File: config.mk
export PLATFORM = sky130hd
export DESIGN_NAME = sspf_divider
export DESIGN_NICKNAME = d
export VERILOG_FILES = /design/src/hw/rtl/sspf_pkg.sv /design/src/hw/rtl/sspf_divider.sv
export SDC_FILE = /design/constraint.sdc
export NUM_CORES = 1
export LEC_CHECK = 0
export ABC_AREA = 1
export BUFFER_PORTS_ARGS = -buffer_cell sky130_fd_sc_hd__buf_2
export CAP_MARGIN = 20
export CORE_MARGIN = 2
export CORE_UTILIZATION = 42
export CTS_BUF_LIST = sky130_fd_sc_hd__clkbuf_8
export CTS_CLUSTER_SIZE = 28
export DETAILED_ROUTE_END_ITERATION = 16
export GPL_TIMING_DRIVEN = 0
export MAX_ROUTING_LAYER = met4
export PLACE_DENSITY = 0.89
export SKIP_CTS_REPAIR_TIMING = 1
export SLEW_MARGIN = 20
export SYNTH_ARGS = -nofsm -noshare
export SYNTH_HDL_FRONTEND = slang
export SYNTH_SLANG_ARGS = --single-unit
export TNS_END_PERCENT = 1
File: constraint.sdc
create_clock -name clock -period 1.16 [get_ports clock]
set_input_delay 0.116 -clock clock [delete_from_list [all_inputs] [get_ports clock]]
set_output_delay 0.116 -clock clock [all_outputs]
set_load 0.01 [all_outputs]
File: src/hw/rtl/sspf_pkg.sv
`timescale 1ns / 1ps
`default_nettype none
// ----------------------------------------------------------------------------
// sspf_pkg
// Types and constants shared by the swap slot and page fault engine.
// ----------------------------------------------------------------------------
package sspf_pkg;

   localparam int ENTRY_W         = 32;
   localparam int FLAG_W          = 12;
   localparam int PAGE_SHIFT      = 12;
   localparam int BLOCK_W         = ENTRY_W - PAGE_SHIFT;
   localparam int BASE_W          = 16;
   localparam int FREE_WORD_W     = 32;
   localparam int FREE_BIT_W      = 5;

   localparam int SLOT_COUNT_DEF      = 512;
   localparam int BLOCKS_PER_PAGE_DEF = 8;

   localparam int                 CSR_IDX_W        = 1;
   localparam logic [CSR_IDX_W-1:0] CSR_SWAP_BASE    = 1'b0;
   localparam logic [CSR_IDX_W-1:0] CSR_SWAPPED_MARK = 1'b1;

   localparam logic [BASE_W-1:0] SWAP_BASE_RST    = 16'd2;
   localparam logic [FLAG_W-1:0] SWAPPED_MARK_RST = 12'd512;

   localparam logic [FLAG_W-1:0] PTE_PRESENT  = 12'h001;
   localparam logic [FLAG_W-1:0] PTE_WRITABLE = 12'h002;

   typedef enum logic [1:0] {
      CMD_SWAP_OUT = 2'd0,
      CMD_FAULT    = 2'd1,
      CMD_RELEASE  = 2'd2,
      CMD_UNUSED   = 2'd3
   } cmd_type;

   typedef enum logic [1:0] {
      ACT_NONE  = 2'd0,
      ACT_WRITE = 2'd1,
      ACT_READ  = 2'd2,
      ACT_COPY  = 2'd3
   } action_type;

   typedef enum logic [1:0] {
      ST_OK    = 2'd0,
      ST_FULL  = 2'd1,
      ST_RANGE = 2'd2
   } status_type;

   typedef struct packed {
      cmd_type            cmd;
      logic [ENTRY_W-1:0] entry;
      logic [ENTRY_W-1:0] new_frame;
   } req_type;

   typedef struct packed {
      logic [ENTRY_W-1:0] new_entry;
      logic [BLOCK_W-1:0] block_no;
      action_type         action;
      status_type         status;
   } rsp_type;

   typedef struct packed {
      logic               done;
      logic [BLOCK_W-1:0] quotient;
   } div_result_type;

endpackage
`default_nettype wire

File: src/hw/rtl/sspf_divider.sv
`timescale 1ns / 1ps
`default_nettype none
// ----------------------------------------------------------------------------
// sspf_divider
// Slot index from a block offset by multiplying with a fixed-point reciprocal
// of the blocks-per-page constant; quotient registered in the cycle after start.
// ----------------------------------------------------------------------------
module sspf_divider #(
   parameter int BLOCKS_PER_PAGE = sspf_pkg::BLOCKS_PER_PAGE_DEF
) (
   input  wire logic                          clock,
   input  wire logic                          reset,
   input  wire logic                          start,
   input  wire logic [sspf_pkg::BLOCK_W-1:0]  dividend,
   output      sspf_pkg::div_result_type      result
);
   import sspf_pkg::*;

   // reciprocal rounded up, exact for every BLOCK_W-bit dividend
   localparam int                 SHIFT_W = BLOCK_W + $clog2(BLOCKS_PER_PAGE);
   localparam int                 RECIP_W = BLOCK_W + 2;
   localparam int                 PROD_W  = BLOCK_W + RECIP_W;
   localparam logic [RECIP_W-1:0] RECIP   =
      RECIP_W'((64'd1 << SHIFT_W) / 64'(BLOCKS_PER_PAGE) + 64'd1);

   logic               done_ff, done_in;
   logic [BLOCK_W-1:0] quot_ff, quot_in;
   logic [PROD_W-1:0]  product;

   always_comb begin
      product = PROD_W'(dividend) * PROD_W'(RECIP);
      done_in = start;
      quot_in = quot_ff;
      if (start) begin
         quot_in = BLOCK_W'(product >> SHIFT_W);
      end
   end

   always_ff @(posedge clock) begin
      if (reset) begin
         done_ff <= 1'b0;
      end else begin
         done_ff <= done_in;
      end
   end

   always_ff @(posedge clock) begin
      quot_ff <= quot_in;
   end

   assign result.done     = done_ff;
   assign result.quotient = quot_ff;

endmodule
`default_nettype wire

==> out/metrics.yaml <==
worst-path-stages: 1
place.gp.congestion: 0.606
dieHeight_um: 41.0
p_leak_uw: 0.000386
setup_tns_ns: 0
crit_slowest_cell: "edfxtp_1"
grtUsageTotal_pct: 13.2
drtIter0Drc: 3
ant_nets: 0
fp.coreArea_mm2: 0.00128
cp_top_family: "flip-flops"
end_kind: "output pin"
power_density_mw_per_mm2: 1590
yosys_warnings: 0
dieArea_mm2: 0.00168
first_pass_iters: 2
finalCriticalPeriod_ns: 0.897
worstSetupPathType: "reg2out"
ys_ff_latch: 18
hold_path_class: "in2reg"
grt_pass1_vias: 297
grt_max_degree: 19
worst_slack_ns: 0.263
crit_chain: "buf_2"
vias_per_cell: 4.08
cp.arrival_ns: 0.78
final_util_pct: 64.7
syn2layout_area_growth_pct: 44.7
synthCells: 25
synth_top_area_share_pct: 88.9
fin_nets: 92
clkTransAtPathRegs_ns: 0.06
fmax_mhz: 1120
fin_crit_sh_pct: 77.3
critPathLaunchType: "flip-flop"
antennaDiodeCount: 0
synth.distinct_cells: 6
start_util_pct: 44.7
worstSetupStartpoint: "quot_ff[10]"
max-clock-path-buffers: 2
seq_area_frac_synth_pct: 92.4
synth_area_leaders: "edfxtp_1 (89%), buf_4 (5.2%), dfxtp_1 (3.5%), nor2_2 (1.1%), conb_1 (0.65%)"
cts_tree: "built"
finalHoldViolCount: 0
rsz0062_at_grt: "false"
synth_area_per_cell_um2: 23.0
die_w_um: 41.0
endpoint: "result[10]"
hold_slack_ns: 0.0272
ir_drop_mv: 0.996
gr-total-overflow: 0
max_stage_delay_ns: 0.38
hpwl_um: 776
antenna_found_initial: 0
drive_above_1_share_pct: 66.2
routed_wl_um: 932
finalSetupViolations: 0
n_fill_cell: 107
critical_path_buf_inv_count: 1
route.detailed.drc: 0
clock-sinks: 18
dp_slack_ns: 0.367
cp.required_ns: 1.04
fp-row-count: 13
cts-root-buf: "clkbuf_8"
grt_pass1_wl_mm: 1.26
cp_max_fo: 1
yosysTopAreaCell: "edfxtp_1"
htreeDepth: 1
slew_violations: 0
num_vias: 339
io_pins: 44
cts_buffers: 3
hp-start: "reset"
status: "complete, no violations"
syn_area_um2: 574
max_cap_violations: 0
port_buffers: 37
wire_per_inst_um: 11.2
## placed cells by master, fill, tap and decap left out
cell      instances
buf_2            37
edfxtp_1         17
buf_4             4
conb_1            3
clkbuf_8          3
inv_1             2
nor2_2            1
dfxtp_1           1
## final cells by class
type                            count  area [um^2]  area share [%]
Sequential cell                    18          531            63.9
Inverter                            1         3.75           0.452
Timing Repair Buffer               37          185            22.3
Buffer                              4         30.0            3.61
Tap cell                           15         18.8            2.26
Clock inverter                      1         3.75           0.452
Clock buffer                        3         41.3            4.97
Multi-Input combinational cell      4         17.5            2.11
## where the power goes
group	switching [uW]	total [uW]	internal (uW)	leakage, uW
Combinational	66.5	129	62.8	0.000185
Clock	176	410	234	0.0000269
Sequential	12.7	779	767	0.000175
## metrics by stage
stage               cells  power, uW  instance area [um^2]
finish                 83       1320                   831
global route           83       1380                   831
CTS                    83       1330                   831
detailed placement     79        926                   786
global placement       79        917                   786
floorplan              27        837                   582
## per-layer routing
metal  global-route usage (%)  up-vias  share of wire, %
met2                     19.1       23                52
li1                         -      169                 -
met5                        -        -                 0
met3                     4.89        0                12
met4                     7.50        0                 0
met1                     15.8      147                36
## flip-flops by register name, summed over array words and instances, names as in the netlist
register,count
done_ff,1
quot_ff,17
## synth_stat cells (all sizes together)
cell type,count
edfxtp,17
dfxtp,1
buf,4
conb,1
nor2,1
inv,1
## worst min-delay path by stage
stage,depth (start not counted),end
CTS,2,done_ff
global placement,2,done_ff
detailed placement,2,done_ff
global route,2,done_ff
finish,2,done_ff
floorplan,1,done_ff
## cell families after synthesis
family | after synthesis | share of synthesized area, %
simple gates | 1 | 1.09
flops | 18 | 92.4
buf+inv | 5 | 5.88
other cells | 1 | 0.653
No activity file was read; power rests on OpenSTA's default activity.
