`config.mk`:
```
export PLATFORM = sky130hd
export DESIGN_NAME = sspf_ram
export DESIGN_NICKNAME = d
export VERILOG_FILES = /design/src/hw/rtl/sspf_ram.sv
export SDC_FILE = /design/constraint.sdc
export NUM_CORES = 1
export LEC_CHECK = 0
export ABC_AREA = 1
export BUFFER_PORTS_ARGS = -buffer_cell sky130_fd_sc_hd__buf_2
export CAP_MARGIN = 20
export CORE_MARGIN = 1
export CORE_UTILIZATION = 35
export DETAILED_ROUTE_END_ITERATION = 8
export MAX_ROUTING_LAYER = met4
export SETUP_SLACK_MARGIN = 0.2
export SLEW_MARGIN = 20
export SYNTH_ARGS = -nofsm -noshare
export SYNTH_HDL_FRONTEND = slang
export SYNTH_SLANG_ARGS = --single-unit
export TNS_END_PERCENT = 5
```
`constraint.sdc`:
```
create_clock -name clock -period 3.15 [get_ports clock]
set_input_delay 0.4725 -clock clock [delete_from_list [all_inputs] [get_ports clock]]
set_output_delay 0.4725 -clock clock [all_outputs]
set_load 0.05 [all_outputs]
```
`src/hw/rtl/sspf_ram.sv`:
```
`timescale 1ns / 1ps
`default_nettype none
// ----------------------------------------------------------------------------
// sspf_ram
// Simple dual-port RAM, one write port and one registered read port.
// ----------------------------------------------------------------------------
module sspf_ram #(
   parameter int WIDTH = 32,
   parameter int DEPTH = 16,
   parameter int ADDR_W = (DEPTH > 1) ? $clog2(DEPTH) : 1
) (
   input  wire logic              clock,
   input  wire logic              wr_en,
   input  wire logic [ADDR_W-1:0] wr_addr,
   input  wire logic [WIDTH-1:0]  wr_data,
   input  wire logic              rd_en,
   input  wire logic [ADDR_W-1:0] rd_addr,
   output      logic [WIDTH-1:0]  rd_data
);

   logic [WIDTH-1:0] mem_ff [DEPTH];
   logic [WIDTH-1:0] rd_data_ff;

   always_ff @(posedge clock) begin
      if (wr_en) begin
         mem_ff[wr_addr] <= wr_data;
      end
      if (rd_en) begin
         rd_data_ff <= mem_ff[rd_addr];
      end
   end

   assign rd_data = rd_data_ff;

endmodule
`default_nettype wire

```
==> metrics.cfg, run 1 <==
[run_status]
status = finished, final reports clean

[sta]
rsz0062_at_grt = no
layout_setup_ws_ns = 1.36
timing_hold_violations_final = 0
setup_tns_ns = 0
fmax_mhz = 559
tightest_slew_ns = 0.734
timing.final.crit_share = 0.568
finClkSkew_ns = 0.0174
slew_headroom = 0.511
slew_violations = 0
setup_violations = 0
fin_crit_ns = 1.79

[finish]
layout-drive-gt1-share = 0.0933
nNetsFinal = 2231
fillers = 6064
stdcell_count = 3088
areaGrowthSynthToFinish_pct = 12.9
final_util = 0.402

[clocking]
cts_sinks = 544
cts_tree = yes
cts_max_level = 2
cts_setup_buffers = 0
clkTransAtPathRegs_ns = 0.06
clock_path_buffers = 3
cts-hold-fix-buffers = 0
worstSkewPairLatency_ns = 0.61
cts_buffers = 53
root_buffer = clkbuf_16
cts_resized = 0

[placement]
io_buffers = 74
dpl.cell_count = 2988
post-place-ws_ns = 0.837
hpwl_microns = 29600
gp_congestion = 0.767

[routing]
first_pass_iters = 5
ant_nets = 0
drc = 0
drt-wirelength-per-cell_microns = 18.2
vias = 14700
wl_met3_microns = 3550
wl_met2_microns = 26900
vias_per_cell = 4.76
top_layer = met4
first_iter_violations = 1386
finalWirelength_microns = 56300
met1Wirelength_microns = 24500

[setup_path]
critical_path.n_buffers_inverters = 1
critical_path_class = reg -> out
end_kind = output pin
path_delay_family = flip-flops
worstPathArrival_ns = 1.32
required_ns = 2.68
crit_path_top_delay_cell = edfxtp_1
cp_max_fo = 1
slowest_delay_ns = 0.42
r2r_slack_ns = 2.00
cp-start-kind = flip-flop
worstPathCellList = buf_2

[synthesis]
netlist_instances = 2120
synth_seq_area_share = 0.709
syn_nets = 2163
syn_area_sq_um = 23100
yosys_warnings = 0
yosysUniqueCellTypes = 14
avgSynthCellArea_sq_um = 10.9
ys_seq_elements = 544

[power_and_ir_drop]
finalPower_mw = 15.2
irDropWorstVdd_uv = 400
powerDensity_nw_per_um2 = 585
leakagePower_nw = 10.9

[grt]
grt_usage = 0.175
grt_pass1_wl_microns = 86100
grt_pass1_vias = 14400
grt_overflow = 0
grt_max_degree = 143
antenna_found_initial = 5

[floorplan]
die_w_microns = 259
die-height_microns = 259
dieArea_sq_um = 66900
core.rowCount = 93
core_area_sq_um = 64800
io_pins = 75
start_util = 0.356

[flow_run]
maxCapViolCount = 0

[worst_hold_path]
hold_path_class = in -> reg

==> metrics by stage <==
step	hold WS [ns]	area [sq um]
5_1_grt	0.230	26000
3_5_place_dp	0.711	24400
4_1_cts	0.202	26000
3_3_place_gp	0.720	24400
2_1_floorplan	0.571	23100
6_report	0.241	26000
==> cell families (layout without fill, tap and decap cells) <==
logic type             Yosys count  count (layout)  synth area share
buffers and inverters          495             604            0.0941
DFF                            544             544             0.709
other                            0               4                 0
and+or+nand+nor               1081            1081             0.197
==> layout make-up <==
class	count	area, sq um	share of cell area
Sequential cell	544	16300	0.628
Multi-Input combinational cell	1081	4670	0.179
Inverter	390	1470	0.0565
Clock buffer	65	1410	0.0543
Tap cell	855	1070	0.0411
Timing Repair Buffer	118	862	0.0331
Clock inverter	31	196	0.00755
Antenna cell	4	10.0	0.000385
==> cells in the final DEF, fill, tap and decap left out, drive strengths merged <==
cell type	netlist	layout
buf	91	117
bufinv	0	2
clkbuf	14	66
clkinv	0	28
clkinvlp	0	1
diode	0	4
edfxtp	544	544
inv	390	390
nand2	677	677
nand3	385	385
nand3b	2	2
nor2	17	17
==> power breakdown <==
group / internal [mW] / total, mW / switching [mW] / leakage, nW
combinational: 0.262 / 1.04 / 0.780 / 5.13
clock: 3.33 / 5.98 / 2.64 / 0.793
sequential: 8.15 / 8.20 / 0.0482 / 4.94
total: 11.7 / 15.2 / 3.47 / 10.9
==> sequential cells by signal, summed over array words and instances (netlist names) <==
register  flops
rd_data      32
mem_ff      512
==> Yosys cell counts <==
| master | n | share of area |
|---|---|---|
| inv_4 | 1 | 0.00027 |
| clkbuf_1 | 14 | 0.0023 |
| nand3_1 | 385 | 0.084 |
| nor2_1 | 17 | 0.0028 |
| edfxtp_1 | 544 | 0.71 |
| nand2_1 | 677 | 0.11 |
| buf_6 | 29 | 0.014 |
| buf_12 | 1 | 0.00087 |
| buf_4 | 6 | 0.0020 |
| inv_1 | 388 | 0.063 |
| buf_2 | 41 | 0.0089 |
| inv_2 | 1 | 0.00016 |
| buf_1 | 14 | 0.0023 |
| nand3b_1 | 2 | 0.00065 |
==> per-layer routing <==
| metal | global-route usage | up-vias |
|---|---|---|
| li1 | - | 7018 |
| met1 | 0.227 | 7136 |
| met2 | 0.279 | 457 |
| met3 | 0.0332 | 92 |
| met4 | 0.0526 | 0 |
| met5 | - | - |
==> worst paths after layout <==
path / start / endpoint / cells after the start
max: rd_data[27] / rd_data[27] / 1
min: wr_data[4] / mem_ff[15][4] / 1
max reg2reg: mem_ff[13][17] / rd_data[17] / 6
min reg2reg: mem_ff[10][7] / rd_data[7] / 6
==> worst register-to-register path: stages, from the launching register on <==
cell      delay [ns]
edfxtp_1        0.36
inv_1           0.06
nand2_1         0.05
nand3_1         0.12
nand3_1         0.08
nand3_1         0.15
nand2_1         0.08
Note: power is estimated with default switching activity, not from simulation.
==> run 2, diff against run 1 <==
==> constraint.sdc (replaced) <==
create_clock -name clock -period 1.9 [get_ports clock]
set_input_delay 0.285 -clock clock [delete_from_list [all_inputs] [get_ports clock]]
set_output_delay 0.285 -clock clock [all_outputs]
set_load 0.05 [all_outputs]
==> run 2 against run 1 <==
  * Sequential cell count unchanged
  * Die area unchanged
  * Final cell count up 0.74%
  * Non-clock buffer count up 17
  * Sequential share of layout area down 1.3 points
  * Largest cell class unchanged
  * Via count up 1.4%
==> metrics.cfg, run 2 (synthesis gave the netlist of run 1 again) <==
[sta]
fmax_mhz = 610
timing_hold_violations_final = 0
rsz0062_at_grt = no
tightest_slew_ns = 0.963
slew_violations = 0
slew_headroom = 0.357
timing.final.crit_share = 0.863
layout_setup_ws_ns = 0.260
setup_tns_ns = 0
setup_violations = 0
fin_crit_ns = 1.64
finClkSkew_ns = 0.0144

[power_and_ir_drop]
p_int_mw = 19.8
switchingPower_mw = 5.96
irDropWorstVdd_uv = 593
power_frac_comb = 0.070
switching_share = 0.231
clockPowerShare = 0.402
powerDensity_nw_per_um2 = 970
leakagePower_nw = 11.1
power_frac_seq = 0.527

[finish]
nNetsFinal = 2251
areaGrowthSynthToFinish_pct = 15.3
final_area_sq_um = 26600
final_util = 0.410
fillers = 6029
layout_common_cells = nand2_1 (677), edfxtp_1 (544), inv_1 (386), nand3_1 (385), buf_2 (71)
largest_register_ffs = 512
layout_commonest_cell = nand2_1
layout-drive-gt1-share = 0.104
regMostFlops = mem_ff

[placement]
io_buffers = 74
place_area_sq_um = 24900
gp_congestion = 0.793
hpwl_microns = 30700
post-place-ws_ns = 0.0998

[floorplan]
core_area_sq_um = 64800
core.rowCount = 93
start_util = 0.356
die_w_microns = 259
dieArea_sq_um = 66900
io_pins = 75
die-height_microns = 259

[clocking]
clkTransAtPathRegs_ns = 0.07
clock_path_buffers = 3
cts_buffers = 56
root_buffer = clkbuf_16
cts_setup_buffers = 0
cts_tree = yes
cts_sinks = 544
cts_max_level = 2
cts-hold-fix-buffers = 0
worstSkewPairLatency_ns = 0.61

[setup_path]
r2r_slack_ns = 0.75
slowest_delay_ns = 0.44
cp-start-kind = flip-flop
crit_path_top_delay_cell = edfxtp_1
path_delay_family = flip-flops
r2r_start = mem_ff[15][15]
critical_path.n_buffers_inverters = 1
reg2reg_depth = 6
worstPathCellList = buf_2
worstPathArrival_ns = 1.35
critical_path_class = reg -> out
required_ns = 1.62
reg2reg_to = rd_data[15]
cp_max_fo = 1
end_kind = output pin

[grt]
grt_overflow = 0
grt_max_degree = 78
grt_pass1_vias = 14700
grt_usage = 0.174
grt_pass1_wl_microns = 86300
antenna_found_initial = 2

[run_status]
status = finished, final reports clean

[routing]
first_pass_iters = 5
first_iter_violations = 1390
finalWirelength_microns = 56300
ant_nets = 0
drt-wirelength-per-cell_microns = 18.1
drc = 0
vias_per_cell = 4.79
vias = 14900

[worst_hold_path]
worst_hold_path.endpoint = mem_ff[13][17]
whs_path_depth = 1
min_from = wr_data[17]
hold_path_class = in -> reg

[flow_run]
maxCapViolCount = 0

## run 2: repair_timing
item,CTS,global route
endpoints found under the setup margin,1,0
gates resized for setup,1,0
hold endpoints to repair,0,0
## run 2: area by class of cell
class	instances	area, sq um	area share
well taps	855	1070	0.0403
flip-flops and latches	544	16300	0.615
clock inverters	40	279	0.0105
multi-input cells	1081	4670	0.176
inverters	390	1470	0.0554
clock buffers	64	1430	0.0539
repair buffers	135	1320	0.0496
diodes	2	5.00	0.000188
## run 2: how the worst max path moves through the flow
stage                            from             to  slack [ns]  depth (start not counted)
after floorplan            wr_addr[2]  mem_ff[10][0]        0.08                          2
after detailed placement   wr_addr[3]  mem_ff[4][30]         0.1                          4
after CTS                  rd_data[0]     rd_data[0]        0.21                          1
final                     rd_data[13]    rd_data[13]        0.26                          1
after global placement     wr_addr[3]  mem_ff[4][30]        0.12                          4
after global routing      rd_data[13]    rd_data[13]        0.24                          1
## run 2: layer usage
layer | wire length, microns | vias to the layer above | global-route usage
li1 | - | 7061 | -
met1 | 24500 | 7267 | 0.225
met2 | 26400 | 479 | 0.277
met4 | 1850 | 0 | 0.0649
met5 | 0 | - | -
met3 | 3460 | 103 | 0.0276
## run 2: power groups by stage
stage / sequential, mW / combinational, mW / clock (mW)
2_1_floorplan: 14.0 / 0.922 / 0
3_3_place_gp: 13.8 / 1.80 / 0
3_5_place_dp: 13.9 / 1.82 / 0
4_1_cts: 13.6 / 1.83 / 10.6
5_1_grt: 13.6 / 2.00 / 11.0
6_report: 13.6 / 1.81 / 10.4
## run 2: stage by stage
step / hold WS (ns) / cells / total power, mW
global route: 0.0534 / 3110 / 26.6
global placement: 0.672 / 3005 / 15.6
detailed placement: 0.676 / 3005 / 15.7
finish: 0.0552 / 3111 / 25.8
floorplan: 0.384 / 2120 / 15.0
CTS: 0.0285 / 3109 / 26.0
